<file path="config.mk">
export PLATFORM = sky130hd
export DESIGN_NAME = clock_page_replacement_core
export DESIGN_NICKNAME = d
export VERILOG_FILES = /design/src/rtl/clkpr_pkg.sv /design/src/rtl/clkpr_seq.sv /design/src/rtl/clock_page_replacement_core.sv
export SDC_FILE = /design/constraint.sdc
export NUM_CORES = 1
export LEC_CHECK = 0
export ABC_AREA = 1
export BUFFER_PORTS_ARGS = -buffer_cell sky130_fd_sc_hd__buf_2
export CORE_AREA = 2 2 145 147
export CTS_CLUSTER_DIAMETER = 150
export DETAILED_ROUTE_END_ITERATION = 8
export DIE_AREA = 0 0 147 149
export HOLD_SLACK_MARGIN = 0.02
export PLACE_DENSITY = 0.73
export SLEW_MARGIN = 20
export SYNTH_ARGS = -nofsm -noshare
export SYNTH_HDL_FRONTEND = slang
export SYNTH_SLANG_ARGS = --single-unit
</file>
<file path="constraint.sdc">
create_clock -name clk -period 3.44 [get_ports clk]
set_input_delay 0.344 -clock clk [delete_from_list [all_inputs] [get_ports clk]]
set_output_delay 0.344 -clock clk [all_outputs]
set_load 0.05 [all_outputs]
</file>
<file path="src/rtl/clkpr_pkg.sv">
// Shared constants and the result beat type for the clock page replacement core.
// No dependencies; used by clkpr_seq, clock_page_replacement_core and clkpr_checker.
`default_nettype none

package clkpr_pkg;

    localparam int DEF_NUM_FRAMES = 16;
    localparam int DEF_PAGE_BITS  = 8;

    localparam int CFG_W     = 5;
    localparam int PAGE_W    = 8;
    localparam int SLOT_W    = 4;
    localparam int FAULT_W   = 16;
    localparam int MAX_IDX_W = 6;

    localparam logic [CFG_W-1:0]   CFG_RESET = 5'd16;
    localparam logic [FAULT_W-1:0] FAULT_MAX = 16'hFFFF;

    typedef struct packed {
        logic                 done;
        logic                 hit;
        logic [MAX_IDX_W-1:0] slot;
        logic                 ev_valid;
        logic [PAGE_W-1:0]    ev_page;
        logic [FAULT_W-1:0]   faults;
    } res_t;

endpackage

`default_nettype wire

</file>
<file path="src/rtl/clkpr_seq.sv">
// Frame table, reference/valid bits, clock hand and fault counter with the
// sequencer that scans, sweeps and places one frame per cycle. Depends on clkpr_pkg.
`default_nettype none

module clkpr_seq #(
    parameter int  NUM_FRAMES = clkpr_pkg::DEF_NUM_FRAMES,
    parameter int  PAGE_BITS  = clkpr_pkg::DEF_PAGE_BITS,
    localparam int IDX_W      = (NUM_FRAMES > 1) ? $clog2(NUM_FRAMES) : 1
) (
    input  wire                           clk,
    input  wire                           rst_n,
    input  wire                           start_accept,
    input  wire [clkpr_pkg::PAGE_W-1:0]   page,
    input  wire [IDX_W-1:0]               last_idx,
    output logic                          busy,
    output clkpr_pkg::res_t               res
);

    localparam int SW = (PAGE_BITS < clkpr_pkg::PAGE_W) ? PAGE_BITS : clkpr_pkg::PAGE_W;

    localparam logic [1:0] ST_IDLE  = 2'd0;
    localparam logic [1:0] ST_SCAN  = 2'd1;
    localparam logic [1:0] ST_SWEEP = 2'd2;
    localparam logic [1:0] ST_PLACE = 2'd3;

    logic [1:0]                      state_reg, state_next;
    logic [SW-1:0]                   pg_reg, pg_next;
    logic [IDX_W-1:0]                last_reg, last_next;
    logic [IDX_W-1:0]                scan_idx_reg, scan_idx_next;
    logic [IDX_W-1:0]                cmp_idx_reg, cmp_idx_next;
    logic                            cmp_vld_reg, cmp_vld_next;
    logic [IDX_W-1:0]                hand_reg, hand_next;
    logic [NUM_FRAMES-1:0]           valid_reg, valid_next;
    logic [NUM_FRAMES-1:0]           ref_reg, ref_next;
    logic [clkpr_pkg::FAULT_W-1:0]   faults_reg, faults_next;

    logic [SW-1:0]                   mem [NUM_FRAMES];
    logic [SW-1:0]                   rd_data_reg;
    logic [IDX_W-1:0]                rd_addr;
    logic                            mem_we;
    logic                            match;
    logic [IDX_W-1:0]                hand_adv;

    assign busy     = (state_reg != ST_IDLE);
    assign rd_addr  = (state_reg == ST_SCAN) ? scan_idx_reg : hand_reg;
    assign match    = cmp_vld_reg && valid_reg[cmp_idx_reg] && (rd_data_reg == pg_reg);
    assign hand_adv = (hand_reg == last_reg) ? '0 : hand_reg + 1'b1;

    always_comb
    begin
        state_next    = state_reg;
        pg_next       = pg_reg;
        last_next     = last_reg;
        scan_idx_next = scan_idx_reg;
        cmp_idx_next  = cmp_idx_reg;
        cmp_vld_next  = cmp_vld_reg;
        hand_next     = hand_reg;
        valid_next    = valid_reg;
        ref_next      = ref_reg;
        faults_next   = faults_reg;
        mem_we        = 1'b0;
        res           = '0;
        res.faults    = faults_reg;

        unique case (state_reg)
            ST_IDLE:
            begin
                if (start_accept)
                begin
                    pg_next       = page[SW-1:0];
                    last_next     = last_idx;
                    scan_idx_next = '0;
                    cmp_vld_next  = 1'b0;
                    state_next    = ST_SCAN;
                end
            end
            ST_SCAN:
            begin
                cmp_idx_next = scan_idx_reg;
                cmp_vld_next = 1'b1;
                if (scan_idx_reg != last_reg)
                begin
                    scan_idx_next = scan_idx_reg + 1'b1;
                end
                if (match)
                begin
                    ref_next[cmp_idx_reg] = 1'b1;
                    res.done   = 1'b1;
                    res.hit    = 1'b1;
                    res.slot   = (clkpr_pkg::MAX_IDX_W)'(cmp_idx_reg);
                    state_next = ST_IDLE;
                end
                else if (cmp_vld_reg && (cmp_idx_reg == last_reg))
                begin
                    // restart the hand when the ring shrank below it
                    if (hand_reg > last_reg)
                    begin
                        hand_next = '0;
                    end
                    state_next = ST_SWEEP;
                end
            end
            ST_SWEEP:
            begin
                if (ref_reg[hand_reg])
                begin
                    ref_next[hand_reg] = 1'b0;
                    hand_next          = hand_adv;
                end
                else
                begin
                    state_next = ST_PLACE;
                end
            end
            ST_PLACE:
            begin
                mem_we               = 1'b1;
                valid_next[hand_reg] = 1'b1;
                ref_next[hand_reg]   = 1'b1;
                hand_next            = hand_adv;
                if (faults_reg != clkpr_pkg::FAULT_MAX)
                begin
                    faults_next = faults_reg + 1'b1;
                end
                res.done     = 1'b1;
                res.hit      = 1'b0;
                res.slot     = (clkpr_pkg::MAX_IDX_W)'(hand_reg);
                res.ev_valid = valid_reg[hand_reg];
                res.ev_page  = valid_reg[hand_reg] ? (clkpr_pkg::PAGE_W)'(rd_data_reg) : '0;
                res.faults   = faults_next;
                state_next   = ST_IDLE;
            end
            default:
            begin
                state_next = ST_IDLE;
            end
        endcase
    end

    always_ff @(posedge clk or negedge rst_n)
    begin
        if (!rst_n)
        begin
            state_reg    <= ST_IDLE;
            scan_idx_reg <= '0;
            cmp_idx_reg  <= '0;
            cmp_vld_reg  <= 1'b0;
            hand_reg     <= '0;
            valid_reg    <= '0;
            ref_reg      <= '0;
            faults_reg   <= '0;
        end
        else
        begin
            state_reg    <= state_next;
            scan_idx_reg <= scan_idx_next;
            cmp_idx_reg  <= cmp_idx_next;
            cmp_vld_reg  <= cmp_vld_next;
            hand_reg     <= hand_next;
            valid_reg    <= valid_next;
            ref_reg      <= ref_next;
            faults_reg   <= faults_next;
        end
    end

    always_ff @(posedge clk)
    begin
        pg_reg   <= pg_next;
        last_reg <= last_next;
    end

    always_ff @(posedge clk)
    begin
        if (mem_we)
        begin
            mem[hand_reg] <= pg_reg;
        end
        rd_data_reg <= mem[rd_addr];
    end

endmodule

`default_nettype wire

</file>
<file path="src/rtl/clock_page_replacement_core.sv">
// A hit is found by scanning the active frames in order; a fault scans all active
// frames, then sweeps past set reference bits and places the page at the hand.
// Throughput: one item at a time; busy stays high until the result beat.
// Reset clears the valid and reference bits, hand, fault count and sets num_frames to 16.
// The result beat lasts one cycle; the receiver cannot stall.
`default_nettype none

module clock_page_replacement_core #(
    parameter int NUM_FRAMES = clkpr_pkg::DEF_NUM_FRAMES,
    parameter int PAGE_BITS  = clkpr_pkg::DEF_PAGE_BITS
) (
    input  wire                              clk,
    input  wire                              rst_n,
    input  wire                              cfg_we,
    input  wire  [clkpr_pkg::CFG_W-1:0]      cfg_wdata,
    input  wire                              start,
    output logic                             busy,
    input  wire  [clkpr_pkg::PAGE_W-1:0]     page,
    output logic                             done,
    output logic                             hit,
    output logic [clkpr_pkg::SLOT_W-1:0]     slot,
    output logic                             evicted_valid,
    output logic [clkpr_pkg::PAGE_W-1:0]     evicted_page,
    output logic [clkpr_pkg::FAULT_W-1:0]    fault_count
);

    localparam int IDX_W = (NUM_FRAMES > 1) ? $clog2(NUM_FRAMES) : 1;

    logic [clkpr_pkg::CFG_W-1:0] num_frames_reg;
    logic [31:0]                 last_full;
    logic [31:0]                 slot_full;
    logic                        seq_busy;
    clkpr_pkg::res_t             res;

    always_ff @(posedge clk or negedge rst_n)
    begin
        if (!rst_n)
        begin
            num_frames_reg <= clkpr_pkg::CFG_RESET;
        end
        else if (cfg_we)
        begin
            num_frames_reg <= cfg_wdata;
        end
    end

    always_comb
    begin
        if (num_frames_reg == '0)
        begin
            last_full = 32'd0;
        end
        else if (32'(num_frames_reg) > 32'(NUM_FRAMES))
        begin
            last_full = 32'(NUM_FRAMES - 1);
        end
        else
        begin
            last_full = 32'(num_frames_reg) - 32'd1;
        end
    end

    clkpr_seq #(
        .NUM_FRAMES (NUM_FRAMES),
        .PAGE_BITS  (PAGE_BITS)
    ) u_seq (
        .clk          (clk),
        .rst_n        (rst_n),
        .start_accept (start && !seq_busy),
        .page         (page),
        .last_idx     (last_full[IDX_W-1:0]),
        .busy         (seq_busy),
        .res          (res)
    );

    assign busy      = seq_busy;
    assign slot_full = 32'(res.slot);

    always_ff @(posedge clk or negedge rst_n)
    begin
        if (!rst_n)
        begin
            done <= 1'b0;
        end
        else
        begin
            done <= res.done;
        end
    end

    // hold payload between beats
    always_ff @(posedge clk)
    begin
        if (res.done)
        begin
            hit           <= res.hit;
            slot          <= slot_full[clkpr_pkg::SLOT_W-1:0];
            evicted_valid <= res.ev_valid;
            evicted_page  <= res.ev_page;
            fault_count   <= res.faults;
        end
    end

endmodule

`default_nettype wire

</file>
==> results of run 1 <==
==> placed cells by master, fill, tap and decap left out, types with 7 or more instances in the layout <==
| cell type | netlist | layout |
|---|---|---|
| o211ai_1 | 33 | 33 |
| o21ai_1 | 20 | 20 |
| ha_1 | 11 | 11 |
| clkbuf_16 | 0 | 27 |
| nand3_1 | 94 | 94 |
| inv_1 | 121 | 121 |
| dfrtp_1 | 68 | 68 |
| o21ai_0 | 108 | 108 |
| nor3_1 | 10 | 10 |
| edfxtp_1 | 170 | 170 |
| dfxtp_1 | 8 | 8 |
| or2_2 | 9 | 9 |
| dlygate4sd3_1 | 0 | 12 |
| xnor2_1 | 8 | 8 |
| clkbuf_1 | 9 | 7 |
| nand2_1 | 213 | 213 |
| xor2_1 | 12 | 12 |
| o22ai_1 | 8 | 8 |
| buf_2 | 19 | 48 |
| buf_4 | 10 | 24 |
| nor2_1 | 50 | 50 |
| a21oi_1 | 77 | 77 |
| clkinv_2 | 0 | 7 |
==> stage by stage <==
step                      setup WS (ps)  utilization (%)  total power [mW]  instances
final                             788.6            61.46             10.46       1467
after detailed placement          846.8            57.12             7.895       1408
after global placement            912.7            57.12             7.823       1408
after global routing              621.6            61.46             11.08       1467
after CTS                         816.1            61.46             10.47       1467
after floorplan                    1045                -             7.010       1106
==> path summary, 6_finish.rpt <==
path,from,to,depth (start not counted)
worst max-delay path,u_seq.state_reg[0],u_seq.rd_data_reg[1],10
worst min-delay path,rst_n,u_seq.faults_reg[0],2
worst max register to register,u_seq.state_reg[0],u_seq.rd_data_reg[1],10
worst min register to register,u_seq.valid_reg[5],u_seq.valid_reg[5],2
max in group asynchronous,rst_n,u_seq.faults_reg[15],2
min in group clk,cfg_wdata[3],num_frames_reg[3],3
==> final cells by class <==
class | count | area [sq um]
Inverter | 127 | 479.2
Clock inverter | 12 | 57.56
Tap cell | 275 | 344.1
Multi-Input combinational cell | 687 | 3505
Timing Repair Buffer | 84 | 540.5
Fill cell | 1680 | 7923
Sequential cell | 247 | 6993
Clock buffer | 35 | 715.7
==> per-layer routing <==
metal | vias up | track usage, %
li1 | 3938 | -
met1 | 3927 | 32.52
met2 | 317 | 41.10
met3 | 79 | 3.333
met4 | 0 | 9.904
met5 | - | 0
==> kinds of logic (layout without fill, tap and decap cells) <==
group                      after synthesis  in the layout  synth area share, %
buffers and inverters                  172            258                6.736
xor gates and xnor gates                20             20                1.556
AOI/OAI and AO/OA                      256            256                12.69
adders and majority gates               11             11                1.223
DFF                                    247            247                62.13
and+or+nand+nor                        400            400                15.66
==> timing repair <==
action / in CTS / in global routing
setup endpoints to repair: 0 / 0
endpoints found under the hold margin: 12 / 0
hold buffers: 12 / 0
==> power breakdown <==
part	leakage, nW	total, mW	internal [mW]	switching (mW)
Combinational	2.38	3.81	1.08	2.72
Sequential	2.52	4.08	3.72	0.365
Clock	0.382	2.57	1.45	1.12
Total	5.28	10.5	6.25	4.21
==> flow_summary_export.csv, run 1 <==
group,metric,value,unit
sta,whs,16.81,ps
yosys,syn_nets,1134,
outcome,status,"complete, no violations",
floorplan,initial_utilization,54.75,%
final_layout,top_register,"u_seq.mem",
final_layout,final_nets,1201,
clocking,h-tree-depth,1,
yosys,postSynthAreaPerCell,10.18,sq um
yosys,synth_top_cell_area_share,45.35,%
detailed_routing,wl_met3,1.682,mm
final_layout,stdcell_area,12630,sq um
clocking,cts-root-buf,"clkbuf_16",
grt,grt-ovfl-total,0,
detailed_routing,vias,8261,
yosys,yosys-top-cells-area,"edfxtp_1, dfrtp_1, nand2_1",
floorplan,die-area,21900,sq um
sta,setup_viol,0,
yosys,yosysSeqAreaShare,62.13,%
sta,maxSlewViolCount,0,
critical_path,r2r_slack,790,ps
detailed_routing,routed-wl-met2,12.78,mm
grt,grt_use_total,24.43,%
yosys,synth.ff_latch_count,247,
critical_path,cp-start-kind,"flop",
placement,gp_routability_congestion,0.9294,
detailed_routing,ant_nets,0,
critical_path,worstPathCellList,"inv_2 > nor2_8 > nand2_4 > nand2_4 > buf_4 > a21oi_1 > o21ai_0 > o211ai_1 > nand3_1 > nand2_1",
yosys,yosysTopAreaCell,"edfxtp_1",
grt,antenna_found_initial,0,
sta,clock.fmax,0.3772,GHz
yosys,yosys_warnings,0,
detailed_routing,drt_wl_total,26.23,mm
placement,port_buffers,48,
sta,period_needed,2651,ps
power_and_ir_drop,p_leak,5.280,nW
detailed_routing,drc_errors,0,
detailed_routing,wl_per_cell,17.88,um
floorplan,coreArea,20560,sq um
yosys,ys_types,42,
final_layout,drive_gt1_share,12.16,%
detailed_routing,top_layer,"met4",
worst_hold_path,hp-class,"in -> async",
final_layout,area_delta_synth_final,12.25,%
critical_path,cp-end-kind,"flop",
floorplan,die_w,147,um
grt,grt_start_max_net_pins,70,
final_layout,largest_register_ffs,128,
clocking,cts_buffers,26,
placement,place_area,11740,sq um
yosys,synth_most_common_cell,"nand2_1",
critical_path,cpMaxStageDelayCell,"dfrtp_1",
sta,worst_pin_slew,986.2,ps
job,maxCapViolCount,0,
grt,grt_pass1_vias,8115,
final_layout,diodes,0,
sta,fin_setup_tns,0,ps
floorplan,ios,49,
floorplan,die_h,149,um
detailed_routing,drtIter0Drc,837,
detailed_routing,dr.pass1.iters,6,
clocking,clkSlewWorstSetupHoldPaths,60,ps
critical_path,criticalPathCategory,"reg -> reg",
detailed_routing,vias_per_cell,5.631,
yosys,async_reset_ff_share,27.94,%
clocking,insertion_delay,530,ps
placement,dpl.hpwl,17.18,mm
clocking,cts.sinks,247,
critical_path,cp_top_family,"simple AND/OR/NAND/NOR gates",
sta,period_share,77.07,%
clocking,cts.repair.resized,0,
yosys,synth_cells,1106,
yosys,synthTopCellsByCount,"nand2_1, edfxtp_1, inv_1, o21ai_0, nand3_1",
critical_path,slowest_delay,480,ps
clocking,cts_setup_buffers,0,
sta,finalHoldViolCount,0,
clocking,max-clock-path-buffers,3,
critical_path,critical_path_buf_inv_count,2,
yosys,synth_enable_flop_cells,170,
yosys,synth_area,11260,sq um
critical_path,worstPathRequired,3840,ps
sta,grt_setup_unrepaired,"no",
critical_path,cp.arrival,3050,ps
grt,grt_pass1_wl,42.25,mm
sta,skew,16.67,ps
power_and_ir_drop,power.density,828.0,nW/um^2
floorplan,num_rows,53,
power_and_ir_drop,ir_worst_vdd,0.5619,mV
sta,relSlewSlack,34.01,%
detailed_routing,wl_met1,10.86,mm
critical_path,cpMostUsedCell,"nand2_4",
yosys,synth_flop_cell,"edfxtp_1",
critical_path,critPathMaxFanout,35,
clocking,cts_tree,"done",
(Power assumes the default switching activity.)
==> run 2: changes to the inputs <==
- PLACE_DENSITY: 0.73 -> 0.76
- clock period: 3.44 -> 2.2 ns (I/O delays scaled with it)
==> run 2 against run 1 <==
Net effect: critical path type unchanged; critical path depth decreased by 6; non-clock buffer count grew 37; sequential share of layout area fell by 2.4 points; sequential cell count is the same; cell area up 4.5%; hold slack improved by 83 ps; total power grew 67%; first-iteration DRC count down 12%.
==> flow_summary_export.csv, run 2 (same netlist as run 1, synthesis figures left out) <==
group,metric,value,unit
grt,grt_pass1_vias,8177,
clocking,insertion_delay,530,ps
sta,finalHoldViolCount,0,
floorplan,coreArea,20560,sq um
clocking,cts_tree,"done",
final_layout,final_nets,1238,
final_layout,layout_common_cells,"nand2_1, edfxtp_1, inv_1, o21ai_0, nand3_1",
critical_path,cp_top_family,"buffers and inverters",
outcome,status,"complete, no violations",
final_layout,final_common_cell,"nand2_1",
detailed_routing,wl_per_cell,18.01,um
worst_hold_path,hp-class,"in -> reg",
sta,clock.fmax,0.4848,GHz
clocking,max-clock-path-buffers,3,
floorplan,ios,49,
detailed_routing,dr.pass1.iters,6,
detailed_routing,drtIter0Drc,735,
sta,grt_setup_unrepaired,"no",
sta,period_needed,2063,ps
critical_path,slowest_delay,420,ps
sta,skew,5.840,ps
detailed_routing,drt_wl_total,27.11,mm
clocking,clkSlewWorstSetupHoldPaths,60,ps
power_and_ir_drop,ir_worst_vdd,0.8972,mV
critical_path,cp.arrival,2250,ps
grt,grt_pass1_wl,43.27,mm
placement,placedCellCount,1433,
job,maxCapViolCount,0,
final_layout,top_register,"u_seq.mem",
detailed_routing,vias_per_cell,5.627,
critical_path,worstPathCellList,"inv_2 > ha_1 > nand3_1 > inv_1",
clocking,cts_setup_buffers,0,
sta,fin_setup_tns,0,ps
power_and_ir_drop,power.density,1323,nW/um^2
floorplan,die_w,147,um
critical_path,worstPathRequired,2390,ps
sta,worst_pin_slew,569.2,ps
final_layout,drive_gt1_share,14.88,%
grt,antenna_found_initial,0,
critical_path,critical_path_buf_inv_count,2,
critical_path,cpMaxStageDelayCell,"dfrtp_1",
clocking,cts_buffers,26,
placement,port_buffers,48,
detailed_routing,vias,8468,
sta,period_share,93.76,%
final_layout,stdcell_count,1505,
grt,grt_start_max_net_pins,65,
clocking,cts.sinks,247,
final_layout,largest_register_ffs,128,
critical_path,criticalPathCategory,"reg -> reg",
clocking,h-tree-depth,1,
placement,dpl.hpwl,17.46,mm
floorplan,die_h,149,um
critical_path,critPathMaxFanout,19,
detailed_routing,ant_nets,0,
final_layout,diodes,0,
sta,maxSlewViolCount,0,
detailed_routing,drc_errors,0,
floorplan,num_rows,53,
critical_path,cp-end-kind,"flop",
clocking,cts-root-buf,"clkbuf_16",
grt,grt_use_total,25.15,%
power_and_ir_drop,p_leak,5.549,nW
final_layout,area_delta_synth_final,17.25,%
sta,setup_viol,0,
sta,relSlewSlack,62.01,%
grt,grt-ovfl-total,0,
placement,gp_routability_congestion,0.8800,
critical_path,cp-start-kind,"flop",
floorplan,initial_utilization,54.75,%
floorplan,die-area,21900,sq um
-- run 2: where the power goes --
| group | total [mW] | internal, mW | switching, mW |
|---|---|---|---|
| Sequential | 6.33 | 5.81 | 0.516 |
| Clock | 4.66 | 2.85 | 1.81 |
| Combinational | 6.48 | 1.98 | 4.50 |
| Total | 17.5 | 10.6 | 6.82 |
-- run 2: area by class of cell --
class,count,area [sq um]
clock buffer,32,734.5
sequential,247,6994
fill,1607,7360
timing repair buffer,121,935.9
tap,275,344.1
inverter,127,483.0
clock inverter,16,193.9
multi-input combinational,687,3512
-- run 2: what timing repair did --
item	4_1_cts	5_1_grt
hold buffers	24	0
endpoints found under the setup margin	0	37
resized for setup	0	3
endpoints found under the hold margin	62	0
-- run 2: per-stage QoR --
step | utilization (%) | setup slack [ps] | instance area [sq um] | total power, mW | hold slack (ps)
floorplan | - | 93.56 | 11260 | 10.96 | -75.59
global placement | 58.47 | 186.0 | 12020 | 12.57 | 157.3
detailed placement | 58.47 | 130.9 | 12020 | 12.73 | 165.8
CTS | 64.15 | 105.5 | 13190 | 17.43 | 85.61
global route | 64.20 | 3.342 | 13200 | 18.38 | 108.0
finish | 64.20 | 137.4 | 13200 | 17.46 | 99.47
-- run 2: layer usage --
layer  track usage, %  vias up  share of wire, %
met3            2.936       72               6.7
met1            33.82     4013                41
met4            8.029        0               3.4
met5                0        -                 0
met2            43.33      384                49
li1                 -     3999                 -
-- run 2: worst register-to-register path, delay by kind of cell (launching register included) --
kind	cells	cell delay, ps
buffers and inverters	2	700
DFF	1	420
adders and majority gates	1	400
and+or+nand+nor	1	200
-- run 2: worst paths after layout --
check,start,slack (ps),endpoint,cells after the start
min in group asynchronous,rst_n,150,u_seq.faults_reg[6],2
hold reg to reg,u_seq.valid_reg[1],490,u_seq.valid_reg[1],2
hold / removal,start,100,u_seq.state_reg[0],5
setup reg to reg,u_seq.hand_reg[0],140,u_seq.mem[6][1],4
setup / recovery,u_seq.hand_reg[0],140,u_seq.mem[6][1],4
max in group asynchronous,rst_n,1390,num_frames_reg[4],3
==> run 3: changes to the inputs <==
- BUFFER_PORTS_ARGS: -buffer_cell sky130_fd_sc_hd__buf_2 -> -buffer_cell sky130_fd_sc_hd__clkbuf_2
==> run 3 against run 2 <==
Net effect: utilization shrank 0.58 points; first-iteration DRC count down 9.1%; worst setup slack gained 39 ps; combinational power shrank 1%; cell area down 0.91%; clock power is 10% lower; total power shrank 3.1%; routed wire length fell by 0.28%; global-route usage down 0.16 points.
==> flow_summary_export.csv, run 3 (same netlist as run 1, synthesis figures left out) <==
group,metric,value,unit
clocking,cts_tree,"done",
detailed_routing,vias_per_cell,5.588,
clocking,h-tree-depth,1,
sta,clock.fmax,0.4941,GHz
sta,maxSlewViolCount,0,
floorplan,ios,49,
final_layout,largest_register_ffs,128,
critical_path,reg2reg_to,"u_seq.mem[7][3]",
final_layout,top_register,"u_seq.mem",
clocking,max-clock-path-buffers,3,
critical_path,worstPathRequired,2400,ps
clocking,cts.sinks,247,
critical_path,cpMostUsedCell,"nand2_1",
final_layout,stdcell_area,13080,sq um
critical_path,slowest_delay,460,ps
floorplan,num_rows,53,
placement,place_area,12020,sq um
final_layout,drive_gt1_share,14.24,%
sta,setup_viol,0,
final_layout,final_common_cell,"nand2_1",
critical_path,cp-start-kind,"flop",
grt,grt_start_max_net_pins,70,
final_layout,layout_common_cells,"nand2_1, edfxtp_1, inv_1, o21ai_0, nand3_1",
outcome,status,"complete, no violations",
clocking,clkSlewWorstSetupHoldPaths,60,ps
clocking,insertion_delay,520,ps
worst_hold_path,min_path_cells,2,
sta,period_needed,2024,ps
critical_path,cp-end-kind,"flop",
detailed_routing,dr.pass1.iters,6,
placement,post-place-ws,105.1,ps
grt,grt-ovfl-total,0,
worst_hold_path,hp-class,"in -> reg",
floorplan,coreArea,20560,sq um
critical_path,r2r_slack,180,ps
grt,antenna_found_initial,0,
clocking,cts_buffers,26,
power_and_ir_drop,power.density,1294,nW/um^2
grt,grt_use_total,24.99,%
critical_path,worstPathCellList,"buf_12 > ha_1 > nand2_1 > nor2_1 > nand2_1 > clkinvlp_4",
sta,setup_slack,176.0,ps
detailed_routing,drtIter0Drc,668,
sta,period_share,92.00,%
sta,whs,49.62,ps
floorplan,initial_utilization,54.75,%
critical_path,criticalPathCategory,"reg -> reg",
sta,skew,10.20,ps
floorplan,die-area,21900,sq um
sta,relSlewSlack,64.73,%
floorplan,die_w,147,um
placement,dpl.hpwl,18.00,mm
floorplan,die_h,149,um
grt,grt_pass1_wl,42.88,mm
sta,grt_setup_unrepaired,"yes",
clocking,cts-root-buf,"clkbuf_16",
critical_path,critPathMaxFanout,20,
power_and_ir_drop,p_leak,5.506,nW
power_and_ir_drop,ir_worst_vdd,0.9494,mV
detailed_routing,vias,8405,
final_layout,diodes,0,
placement,gp_routability_congestion,0.9237,
detailed_routing,ant_nets,0,
worst_hold_path,hold_path_end,"num_frames_reg[2]",
critical_path,rr_worst_depth,6,
final_layout,final_nets,1237,
worst_hold_path,worstHoldStart,"cfg_we",
job,maxCapViolCount,0,
critical_path,cpMaxStageDelayCell,"dfrtp_1",
grt,grt_pass1_vias,8167,
final_layout,area_delta_synth_final,16.18,%
detailed_routing,drt_wl_total,27.03,mm
critical_path,cp.arrival,2220,ps
sta,worst_pin_slew,527.0,ps
final_layout,nFillCells,1635,
sta,finalHoldViolCount,0,
placement,port_buffers,48,
critical_path,r2r_start,"u_seq.hand_reg[0]",
detailed_routing,wl_per_cell,17.97,um
detailed_routing,drc_errors,0,
==> run 3: cell count changes in the layout (fill, tap and decap cells not counted), sizes merged <==
cell	delta
bufinv	-4
clkbuf	+57
clkinv	-4
dlygate4sd3	-3
buf	-45
clkinvlp	-2
==> run 3: worst max-delay path, delay by kind of cell, from the launching register on <==
family | cells | cell delay (ps)
and+or+nand+nor | 3 | 470
buffers and inverters | 2 | 430
adders and majority gates | 1 | 350
DFF | 1 | 460
==> run 3: timing repair <==
item / 4_1_cts / 5_1_grt
setup endpoints to repair: 0 / 20
setup buffers: 0 / 2
hold endpoints to repair: 81 / 0
gates resized for setup: 0 / 1
hold buffers: 21 / 0
==> run 3: final cells by class <==
type | instances | area (sq um) | share of cell area [%]
clock inverters | 6 | 36.28 | 0.2775
multi-input cells | 687 | 3507 | 26.82
flip-flops and latches | 247 | 6993 | 53.47
clock buffers | 42 | 793.3 | 6.066
repair buffers | 120 | 920.9 | 7.042
inverters | 127 | 483.0 | 3.693
well taps | 275 | 344.1 | 2.631
==> run 3: report_power, final <==
group | leakage (nW) | total (mW) | switching [mW] | internal [mW]
logic | 2.58 | 6.39 | 4.41 | 1.98
clock network | 0.408 | 4.18 | 1.72 | 2.47
registers | 2.52 | 6.35 | 0.535 | 5.81
==> run 3: layer usage <==
metal  wire (um)  global-route usage (%)  up-vias
met4         843                   8.221        0
met3        1664                   2.997       59
met2       13560                   43.43      334
li1            -                       -     3996
met1       10970                   33.11     4016
met5           0                       0        -
==> run 3: how the worst max path moves through the flow <==
stage	endpoint	slack, ps	from	cells past startpoint
after floorplan	evicted_page[0]	90	u_seq.cmp_idx_reg[0]	13
after global placement	u_seq.mem[7][7]	140	u_seq.hand_reg[0]	6
after detailed placement	u_seq.mem[7][0]	110	u_seq.hand_reg[0]	6
after CTS	u_seq.mem[7][1]	90	u_seq.hand_reg[0]	6
after global routing	fault_count[11]	-10	flop	7
final	u_seq.mem[7][3]	180	u_seq.hand_reg[0]	6
==> run 3: metrics by stage <==
step	cells	power [mW]	TNS, ps	utilization, %
after floorplan	1106	10.96	0	-
after global placement	1433	12.55	0	58.47
after detailed placement	1433	12.72	0	58.47
after CTS	1502	16.94	0	63.52
after global routing	1504	17.92	-9.996	63.62
final	1504	16.92	0	63.62
